### config.mk
export PLATFORM = sky130hd
export DESIGN_NAME = alid_cell
export DESIGN_NICKNAME = d
export VERILOG_FILES = /design/src/sv/alid_pkg.sv /design/src/sv/alid_cell.sv
export SDC_FILE = /design/constraint.sdc
export NUM_CORES = 1
export LEC_CHECK = 0
export ABC_AREA = 1
export BUFFER_PORTS_ARGS = -buffer_cell sky130_fd_sc_hd__buf_2
export CAP_MARGIN = 10
export CORE_UTILIZATION = 36
export CTS_BUF_LIST = sky130_fd_sc_hd__clkbuf_4 sky130_fd_sc_hd__clkbuf_8 sky130_fd_sc_hd__clkbuf_16
export CTS_CLUSTER_DIAMETER = 40
export DETAILED_ROUTE_END_ITERATION = 8
export GPL_TIMING_DRIVEN = 0
export PLACE_DENSITY = 0.86
export SLEW_MARGIN = 20
export SYNTH_ARGS = -nofsm -noshare
export SYNTH_HDL_FRONTEND = slang
export SYNTH_SLANG_ARGS = --single-unit
### constraint.sdc
create_clock -name clock -period 2.85 [get_ports clock]
set_input_delay 0.4275 -clock clock [delete_from_list [all_inputs] [get_ports clock]]
set_output_delay 0.4275 -clock clock [all_outputs]
set_load 0.02 [all_outputs]
### src/sv/alid_pkg.sv
// Package with the operation and status codes and the cell command type of the array list unit.
`default_nettype none

package alid_pkg;

   localparam int DATA_W = 32;
   localparam int OP_W = 2;
   localparam int POS_W = 8;
   localparam int STATUS_W = 2;
   localparam int COUNT_W = 8;

   localparam logic [OP_W-1:0] OP_INSERT = 2'd0;
   localparam logic [OP_W-1:0] OP_APPEND = 2'd1;
   localparam logic [OP_W-1:0] OP_DELETE = 2'd2;
   localparam logic [OP_W-1:0] OP_READ = 2'd3;

   localparam logic [STATUS_W-1:0] ST_OK = 2'd0;
   localparam logic [STATUS_W-1:0] ST_BAD_POS = 2'd1;
   localparam logic [STATUS_W-1:0] ST_FULL = 2'd2;

   typedef struct packed {
      logic insert_en;
      logic append_en;
      logic delete_en;
   } cell_cmd_type;

endpackage

`default_nettype wire

### src/sv/alid_cell.sv
// One storage cell of the list: holds a single entry and shifts with its neighbours.
`default_nettype none

module alid_cell
   import alid_pkg::*;
#(
   parameter int INDEX = 0,
   parameter int CMP_W = 8
) (
   input  wire logic                       clock,
   input  wire cell_cmd_type               cmd,
   input  wire logic [CMP_W-1:0]           pos,
   input  wire logic [CMP_W-1:0]           count,
   input  wire logic signed [DATA_W-1:0]   item,
   input  wire logic signed [DATA_W-1:0]   left_val,
   input  wire logic signed [DATA_W-1:0]   right_val,
   output logic signed [DATA_W-1:0]        val,
   output logic signed [DATA_W-1:0]        tap
);

   localparam logic [CMP_W-1:0] IDX = CMP_W'(INDEX);

   logic signed [DATA_W-1:0] val_ff;
   logic signed [DATA_W-1:0] val_in;

   always_comb begin
      val_in = val_ff;
      if (cmd.insert_en) begin
         if (IDX > pos) begin
            val_in = left_val;
         end else if (IDX == pos) begin
            val_in = item;
         end
      end else if (cmd.append_en) begin
         if (IDX == count) begin
            val_in = item;
         end
      end else if (cmd.delete_en) begin
         if (IDX >= pos) begin
            val_in = right_val;
         end
      end
   end

   always_ff @(posedge clock) begin
      val_ff <= val_in;
   end

   assign val = val_ff;
   assign tap = (IDX == pos) ? val_ff : '0;

endmodule

`default_nettype wire

# == After elaboration in Yosys (flattened, before gate mapping) ==
# Cells that the tools add are included.
# word_totals
regBits,32
latchBits,0
ram_bits,0
rom_bits,0
input_bits,116
output_inout_bits,64
word_cells,18
memories,0
# classes
n_addsub,0
multipliers,0
div_mod_pow,0
order_cmp,2
eq_ne,2
n_shift,0
mux,8
bitwise,0
n_reduce_logical,5
# ops
cell,n
32-bit 2-to-1 mux,8
8-bit logical NOT,2
"1-bit by 8-bit >= comparator with 1-bit output, first input constant",1
"1-bit by 8-bit > comparator with 1-bit output, first input constant",1
"3-bit by 1-bit inequality test with 1-bit output, second input constant",2
3-bit nonzero test,2
4-bit AND reduction,1

# == Depth between registers and ports, before layout ==
# Gate-level depths: netlist of the first run.
# depth
ltp_word,5
ltp_mapped,5
mapped_depth_nobuf,5

# == Worst setup path before layout of the first run ==
# Ideal clock, no wire load.
# synth_path
kind,input port to flip-flop
start,in pos[6]
end,reg val_ff[0] (netlist: val[0]) (enable)
arrival_time_ns,2.224
slack_ns,0.204
cell_stages,5
n_path_buf,0
path_cell_list,nor2_1 > nand2_1 > o21ai_0 > nand2_1 > nor2_1
# synth_between
elab_chain_cells,3
word_cells_on_any_way,6
classes_between,order compare (2); eq/ne (1); reduce/logical (3)
# synth_rtl
element,line_no,text
"start, declared",alid_cell.sv:12,"input wire logic [CMP_W-1:0] pos,"
1-bit by 8-bit > comparator with 1-bit output (tied with other cells),alid_cell.sv:29,if (IDX > pos) begin
3-bit by 1-bit inequality test with 1-bit output (no source line) or 3-bit nonzero test (tied branches),-,
4-bit AND reduction (no source line) *,-,
"end signal, assigned",alid_cell.sv:46,val_ff <= val_in;
"end, declared",alid_cell.sv:23,logic signed [DATA_W-1:0] val_ff;
# Mark *: on every way between the ends. The rest lies on a longest branch, timed or not.
# A chain may end at the register's enable or synchronous reset.

# == Worst setup path after layout of the first run ==
# layout_path
start,in pos[7]
end,out tap[10]
# layout_between
elab_chain_cells,2
# layout_rtl
element,line_no,text
8-bit logical NOT,alid_cell.sv:50,assign tap = (IDX == pos) ? val_ff : '0;
32-bit 2-to-1 mux,alid_cell.sv:50,
"end, declared",alid_cell.sv:18,output logic signed [DATA_W-1:0] tap
# Every way passes these cells.

==> impl_metrics.ini, run 1 <==
[placed_design]
dpl.cell_count = 372
dp_hpwl_mm = 3.59
port_buffers = 147
place_congestion = 0.784
placed_cell_area_um2 = 2710

[sta]
hold_violations = 0
fmax_ghz = 0.543
worst_slew_pin_slew_ns = 0.392
relSlewSlack = 0.738
fin_crit_ns = 1.84
min_period_over_period = 0.646
slew_violations = 0
setup-tns-final_ns = 0
final-setup-viol-count = 0
rsz0062_at_grt = no
hold_slack_ns = 0.451

[power]
p_sw_uw = 306
clockPowerShare = 0.278
switching_share = 0.254
p_leak_uw = 0.00155
vdd_ir_drop_max_mv = 0.297
power.density_nw_per_um2 = 431
p_int_uw = 899
seqPwrFrac = 0.493
comb_power_share = 0.229

[clock_tree]
cts-root-buf = clkbuf_8
cts_hold_buf = 0
post-cts-setup-buffers = 0
clock_sinks = 32
clk_pin_slew_ns = 0.06
cts_resized = 0
clock_path_buffers = 2
cts_max_level = 2
cts_tree = yes
cts_made_buffers = 5

[critical_path]
worst_ep_arrival_time_ns = 1.41
crit_start = pos[7]
worst-path-max-fanout = 10
path_buf_inv = 3
end_kind = output port
cp_top_family = simple AND/OR/NAND/NOR gates
crit_type = input pin to output port
critPathLaunchType = input pin
max_stage_delay_ns = 0.24
worst-path-stages = 6
crit_chain = buf_2 -> nor2_1 -> nand4_2 -> buf_6 -> nor2_1 -> buf_2
slowest_stage = nand4_2
required_ns = 2.42
cp-endpoint = tap[10]

[final_layout]
final-seq-area_um2 = 961
largest_reg_flops = 32
finalNonFillerCells = 380
fillCellCount = 423
antenna_cells = 0
area_delta_synth_final_pct = 50.8
fin_util = 0.577
finish.instance_area_um2 = 2800
fin_nets = 428
multi_input_area_um2 = 708
final_layout_size_suffix_gt1_frac = 0.636

[grt]
grt_max_degree = 22
track_usage = 0.152
antenna_found_initial = 0
overflow = 0
grt_pass1_wl_mm = 6.10
grt_pass1_vias = 1364

[status]
status = finished clean

[floorplanning]
core_area_um2 = 4850
start_util = 0.382
fp-row-count = 25
io_pins = 180
die_w_um = 73.7
die_h_um = 73.7
die_area_um2 = 5440

[yosys]
ys_warn_count = 0
ys_ff_latch = 32
syn_area_um2 = 1850
synthCells = 157
synth_nets = 273
yosysSeqAreaShare = 0.519
syn-mean-instance-area_um2 = 11.8
netlist-cell-type-count = 12

[detailed_routing]
drt_iter0_drc = 39
routed_wl_mm = 4.32
routedWlPerCell_um = 11.4
drt_pre_antenna_iters = 4
vias_per_cell = 4.20
drt.antenna.violating_nets = 0
num_vias = 1595
drc = 0

[flow_run]
cap_violations = 0

[min_path]
hold_path.class = input pin to flip-flop
## layout by cell type, fill, tap and decap left out, drive strengths merged
cell type / netlist / layout
mux2: 32 / 32
inv: 33 / 33
nand4: 1 / 1
o21ai: 3 / 3
edfxtp: 32 / 32
clkinv: 0 / 1
or3: 1 / 1
nand2: 6 / 6
buf: 6 / 154
clkbuf: 0 / 7
nor2: 43 / 43
## how the worst min path moves through the flow
stage	slack, ns	from	end	cells after the start
floorplan	0.64	right_val[10]	val[10]	1
global placement	0.73	item[11]	val[11]	2
detailed placement	0.73	item[17]	val[17]	2
CTS	0.44	item[17]	val[17]	2
global route	0.44	item[17]	val[17]	2
finish	0.45	item[17]	val[17]	2
## power groups by stage
stage | Sequential, µW | Clock, µW | Combinational (µW)
floorplan | 659 | 0 | 102
global placement | 604 | 0 | 265
detailed placement | 605 | 0 | 279
CTS | 595 | 346 | 280
global route | 600 | 364 | 298
finish | 594 | 335 | 277
## Yosys cell counts
library cell  count  share of area
nor2_1           40          0.081
inv_1            33          0.067
nand4_2           1         0.0068
mux2_2            3          0.018
edfxtp_1         32           0.52
o21ai_0           3         0.0081
nor2_4            1         0.0061
or3_2             1         0.0041
mux2_4           29           0.23
nor2_2            2         0.0068
buf_6             6          0.036
nand2_1           6          0.012
## kinds of logic (layout without fill, tap and decap cells)
family / after synthesis / in the layout / share of synthesized area
multiplexers: 32 / 32 / 0.253
AND/OR/NAND/NOR: 51 / 51 / 0.117
buffers and inverters: 39 / 195 / 0.103
AO/OA/AOI/OAI: 3 / 3 / 0.00810
flip-flops: 32 / 32 / 0.519
## stage by stage
step                power (µW)  setup slack, ns
finish                    1210             1.01
global route              1260            0.894
CTS                       1220            0.989
detailed placement         884            0.902
global placement           869           -0.495
floorplan                  761            0.204
## layer usage
metal / vias up / routed length [µm] / global-route usage / share of wire
met5: - / 0 / 0 / 0
met3: 7 / 215 / 0.0370 / 0.050
met1: 709 / 1660 / 0.172 / 0.38
li1: 813 / - / - / -
met2: 66 / 2370 / 0.273 / 0.55
met4: 0 / 75 / 0.0598 / 0.017
## area by class of cell
| type | count | area share |
|---|---|---|
| Sequential cell | 32 | 0.344 |
| Timing Repair Buffer | 148 | 0.273 |
| Multi-Input combinational cell | 86 | 0.253 |
| Inverter | 33 | 0.0443 |
| Clock buffer | 7 | 0.0300 |
| Tap cell | 67 | 0.0300 |
| Buffer | 6 | 0.0242 |
| Clock inverter | 1 | 0.00134 |
(Power assumes the default switching activity.)
==> inputs of run 2 (changes only) <==
--- a/config.mk
+++ b/config.mk
@@ -5,15 +5,15 @@
 export SDC_FILE = /design/constraint.sdc
 export NUM_CORES = 1
 export LEC_CHECK = 0
-export ABC_AREA = 1
+export ABC_AREA = 0
 export BUFFER_PORTS_ARGS = -buffer_cell sky130_fd_sc_hd__buf_2
 export CAP_MARGIN = 10
-export CORE_UTILIZATION = 36
+export CORE_UTILIZATION = 35
 export CTS_BUF_LIST = sky130_fd_sc_hd__clkbuf_4 sky130_fd_sc_hd__clkbuf_8 sky130_fd_sc_hd__clkbuf_16
 export CTS_CLUSTER_DIAMETER = 40
 export DETAILED_ROUTE_END_ITERATION = 8
 export GPL_TIMING_DRIVEN = 0
-export PLACE_DENSITY = 0.86
+export PLACE_DENSITY = 0.87
 export SLEW_MARGIN = 20
 export SYNTH_ARGS = -nofsm -noshare
 export SYNTH_HDL_FRONTEND = slang
==> constraint.sdc (replaced) <==
create_clock -name clock -period 1.8 [get_ports clock]
set_input_delay 0.27 -clock clock [delete_from_list [all_inputs] [get_ports clock]]
set_output_delay 0.27 -clock clock [all_outputs]
set_load 0.02 [all_outputs]
==> run 2 against run 1 <==
First-iteration DRC count rose to 2.5 times the previous value. Combinational power fell by 29%. Total power rose by 28%. Synthesized cell count fell by 29%. Largest cell class is now non-clock buffers. The run now ends with design-rule violations, negative setup slack left. Via count fell by 6.0%. Critical path depth did not move. Cell count fell by 16%.
==> impl_metrics.ini, run 2 <==
[yosys]
synthTopCellsByArea = edfxtp_1 (58%), mux2_2 (22%), and2_2 (8.5%), and2_1 (4.9%), buf_6 (2.0%)
async_reset_ff_frac = 0
syn_area_um2 = 1670
synth_edf_count = 32
yosys.area.top_type = edfxtp_1
ys_top_cells_by_count = edfxtp_1 (32), mux2_2 (32), and2_2 (19), and2_1 (13)
synthCells = 112
netlist-cell-type-count = 13
ys_ff_latch = 32
netlist.area_leader.share = 0.576
ys_warn_count = 0
yosysSeqAreaShare = 0.576
synth_nets = 228
synthFlopType = edfxtp_1
syn-mean-instance-area_um2 = 14.9

[sta]
rsz0062_at_grt = yes
min_period_over_period = 1.01
relSlewSlack = 0.510
hold_violations = 0
setup_slack_ns = -0.0235
final-setup-viol-count = 8
fmax_ghz = 0.548
fin_crit_ns = 1.82
worst_slew_pin_slew_ns = 0.728
slew_violations = 0

[final_layout]
final_layout_size_suffix_gt1_frac = 0.833
antenna_cells = 0
fin_util = 0.628
fin_nets = 384
mostFrequentLayoutCell = buf_2
largest_reg_flops = 32
area_delta_synth_final_pct = 68.3
finish.instance_area_um2 = 2810
layout.cells.most_common_list = buf_2 (118), buf_6 (33), mux2_2 (32), edfxtp_1 (32), and2_2 (18)

[placed_design]
place_congestion = 0.776
dp_hpwl_mm = 3.59
port_buffers = 147
place_worst_setup_slack_ns = -0.158
placed_cell_area_um2 = 2480

[clock_tree]
clock_sinks = 32
cts_made_buffers = 5
clock_path_buffers = 2
cts_max_level = 2
cts_tree = yes
clk_pin_slew_ns = 0.06
cts-root-buf = clkbuf_8

[floorplanning]
die_w_um = 71.1
io_pins = 180
core_area_um2 = 4470
start_util = 0.373
die_h_um = 71.1
fp-row-count = 24
die_area_um2 = 5050

[critical_path]
end_kind = output port
cp-endpoint = tap[14]
crit_start = pos[3]
required_ns = 1.53
worst_ep_arrival_time_ns = 1.55
crit_type = input pin to output port
worst-path-max-fanout = 10
critPathLaunchType = input pin

[detailed_routing]
drc = 13
drt.antenna.violating_nets = 0
drt_iter0_drc = 98
routed_wl_mm = 4.97
drt_pre_antenna_iters = 8
vias_per_cell = 4.67
routedWlPerCell_um = 15.5
num_vias = 1499

[flow_run]
cap_violations = 0

[grt]
track_usage = 0.177
overflow = 0
grt_pass1_wl_mm = 6.64
grt_pass1_vias = 1431
antenna_found_initial = 0
grt_max_degree = 33

[status]
status = finished, violations left
failed_checks = design-rule violations, negative setup slack

[power]
vdd_ir_drop_max_mv = 0.343
power.density_nw_per_um2 = 551
p_leak_uw = 0.00130

[min_path]
hold_path.class = input pin to flip-flop
==> run 2: cell types whose count changed after synthesis, moves of 3 or more <==
cell,delta
nor2_1,-38
inv_1,-32
mux2_2,+29
mux2_4,-29
and2_2,+19
and2_1,+13
nand2_1,-6
buf_2,+3
buf_6,-3
o21ai_0,-3
==> run 2: power by group <==
part,switching (µW),internal (µW)
Clock,223,298
Combinational,71.4,126
Sequential,1.24,829
Total,296,1250
==> run 2: per-stage QoR <==
step / hold WS, ns / cells / setup TNS, ns / total power (µW)
floorplan: 0.490 / 112 / 0 / 931
global placement: 0.571 / 311 / -5.96 / 1030
detailed placement: 0.575 / 311 / -6.16 / 1040
CTS: 0.287 / 320 / -0.0192 / 1560
global route: 0.288 / 321 / -1.19 / 1610
finish: 0.297 / 321 / -0.0922 / 1550
==> run 2: final cells by class <==
class / instances / area (µm²)
clock buffer: 7 / 83.8
buffer: 6 / 48.8
tap: 52 / 65.1
clock inverter: 1 / 3.75
sequential: 32 / 961
inverter: 1 / 3.75
timing repair buffer: 148 / 936
fill: 364 / 1670
multi-input combinational: 74 / 707
==> run 2: cell families after synthesis <==
kind of cell           share of synthesized area
AOI/OAI and AO/OA                         0.0105
buffers and inverters                     0.0315
DFF                                        0.576
muxes                                      0.216
and+or+nand+nor                            0.166
==> run 2: how the worst min path moves through the flow <==
stage | startpoint | to | slack (ns) | cells after the start
after global routing | item[6] | val[6] | 0.29 | 2
after floorplan | item[0] | val[0] | 0.49 | 1
final | item[31] | val[31] | 0.30 | 2
after global placement | item[9] | val[9] | 0.57 | 2
after detailed placement | right_val[6] | val[6] | 0.58 | 2
after CTS | item[31] | val[31] | 0.29 | 2
==> run 2: what timing repair did <==
| item | 4_1_cts | 5_1_grt |
|---|---|---|
| gates cloned | 0 | 1 |
| buffers inserted | 1 | 0 |
| hold endpoints to repair | 0 | 0 |
| gates resized for setup | 50 | 20 |
| hold buffers | 0 | 0 |
| setup endpoints to repair | 30 | 63 |
| pin swaps | 1 | 4 |
==> run 2: per-layer routing <==
metal,global-route usage,up-vias,wire length (µm)
met4,0.0600,0,84
met2,0.356,71,2990
met5,0,-,0
met3,0.0456,8,314
met1,0.171,695,1580
li1,-,725,-
==> run 2: critical path: stages <==
cell and delay, ns:
buf_6 0.09, or4_4 0.54, nor2_4 0.21, buf_6 0.16
and2_1 0.16, buf_6 0.13
==> inputs of run 3 (changes only) <==
--- a/config.mk
+++ b/config.mk
@@ -14,6 +14,7 @@
 export DETAILED_ROUTE_END_ITERATION = 8
 export GPL_TIMING_DRIVEN = 0
 export PLACE_DENSITY = 0.87
+export SETUP_SLACK_MARGIN = 0.02
 export SLEW_MARGIN = 20
 export SYNTH_ARGS = -nofsm -noshare
 export SYNTH_HDL_FRONTEND = slang
==> run 3 against run 2 <==
The run still ends with design-rule violations, negative setup slack left. Total power up 0.36%. Cell count up 1.6%. Non-clock buffer count up 5. Maximum frequency down 1.5%. Clock power about the same. Worst hold slack worse by 0.00097 ns. Die area unchanged. Global-route usage up 0.46 points. Via count up 3.3%. Clock-buffer cell count unchanged.
==> impl_metrics.ini, run 3 (synthesis gave the netlist of run 2 again) <==
[status]
status = finished, violations left
failed_checks = design-rule violations, negative setup slack

[critical_path]
worst_ep_arrival_time_ns = 1.58
crit_type = input pin to output port
critPathLaunchType = input pin
required_ns = 1.53
end_kind = output port
worst-path-max-fanout = 5

[final_layout]
fin_util = 0.652
fin_nets = 389
layout.cells.most_common_list = buf_2 (117), buf_6 (42), mux2_2 (32), edfxtp_1 (32), and2_4 (29)
antenna_cells = 0
largest_reg_flops = 32
finalNonFillerCells = 326
area_delta_synth_final_pct = 74.7
mostFrequentLayoutCell = buf_2
finish.instance_area_um2 = 2920
final_layout_size_suffix_gt1_frac = 0.858

[sta]
slew_violations = 0
setup_slack_ns = -0.0503
fin_crit_ns = 1.85
worst_slew_pin_slew_ns = 0.737
hold_violations = 0
rsz0062_at_grt = yes
fmax_ghz = 0.540
relSlewSlack = 0.504
min_period_over_period = 1.03
final-setup-viol-count = 21

[grt]
track_usage = 0.181
antenna_found_initial = 0
overflow = 0
grt_pass1_wl_mm = 6.82
grt_max_degree = 33
grt_pass1_vias = 1479

[min_path]
min_path_cells = 2
whs_endpoint = val[7]
hold_path.class = input pin to flip-flop
hold_path_startpoint = item[7]

[floorplanning]
die_w_um = 71.1
io_pins = 180
die_area_um2 = 5050
core_area_um2 = 4470
fp-row-count = 24
start_util = 0.373
die_h_um = 71.1

[detailed_routing]
vias_per_cell = 4.75
drt.antenna.violating_nets = 0
routedWlPerCell_um = 16.5
num_vias = 1549
routed_wl_mm = 5.38
drc = 13
drt_pre_antenna_iters = 6
drt_iter0_drc = 119

[clock_tree]
clock_path_buffers = 2
cts_hold_buf = 0
cts_max_level = 2
clock_sinks = 32
cts_tree = yes
cts_made_buffers = 5
clk_pin_slew_ns = 0.06
cts-root-buf = clkbuf_8

[power]
power.density_nw_per_um2 = 533
vdd_ir_drop_max_mv = 0.339
p_leak_uw = 0.00135

[placed_design]
place_congestion = 0.776
placed_cell_area_um2 = 2480
dp_hpwl_mm = 3.59
dpl.cell_count = 311
port_buffers = 147

[flow_run]
cap_violations = 0
[run 3: cell types whose count changed in the layout (fill, tap and decap cells not counted), sizes merged]
cell	before	now
buf	154	159
[run 3: how the worst max path moves through the flow]
stage | slack (ns) | cells past startpoint | from | end
after floorplan | 0.1 | 3 | pos[3] | val[0]
after global placement | -0.15 | 4 | pos[3] | val[19]
after detailed placement | -0.16 | 4 | pos[3] | val[19]
after CTS | 0.0008 | 6 | pos[7] | tap[18]
after global routing | -0.07 | 7 | pos[0] | tap[22]
final | -0.05 | 7 | pos[0] | tap[22]
[run 3: critical path, stage by stage]
cell	delay, ns
buf_6	0.09
or4_4	0.54
nor2_4	0.14
buf_6	0.14
buf_6	0.12
and2_2	0.16
buf_6	0.12
[run 3: repair_timing]
action,CTS,global route
endpoints found under the hold margin,0,0
buffers inserted,1,2
resized for setup,63,40
endpoints found under the setup margin,30,63
cloned,0,4
pin swaps,1,22
[run 3: metal layers]
metal,vias up,track usage,part of all wire,wire [µm]
li1,736,-,-,-
met1,720,0.165,0.32,1730
met2,84,0.374,0.59,3180
met3,9,0.0484,0.075,404
met4,0,0.0644,0.013,68
met5,-,0,0,0
[run 3: where the power goes]
part	switching, µW	total, µW	internal [µW]
clock network	223	521	298
registers	1.41	830	829
logic	74.5	203	128
total	299	1550	1260
[run 3: cell type report]
class	count	area, µm²
fill	333	1560
buffer	6	48.8
multi-input combinational	74	741
timing repair buffer	153	1010
clock buffer	7	83.8
sequential	32	961
inverter	1	3.75
clock inverter	1	3.75
tap	52	65.1
[run 3: metrics by stage]
stage | setup TNS, ns | worst slack (ns) | hold slack [ns] | total power, µW
2_1_floorplan | 0 | 0.0984 | 0.490 | 931
3_3_place_gp | -5.96 | -0.152 | 0.571 | 1030
3_5_place_dp | -6.16 | -0.158 | 0.575 | 1040
4_1_cts | 0 | 0.000753 | 0.287 | 1560
5_1_grt | -0.784 | -0.0662 | 0.288 | 1610
6_report | -0.275 | -0.0503 | 0.296 | 1550
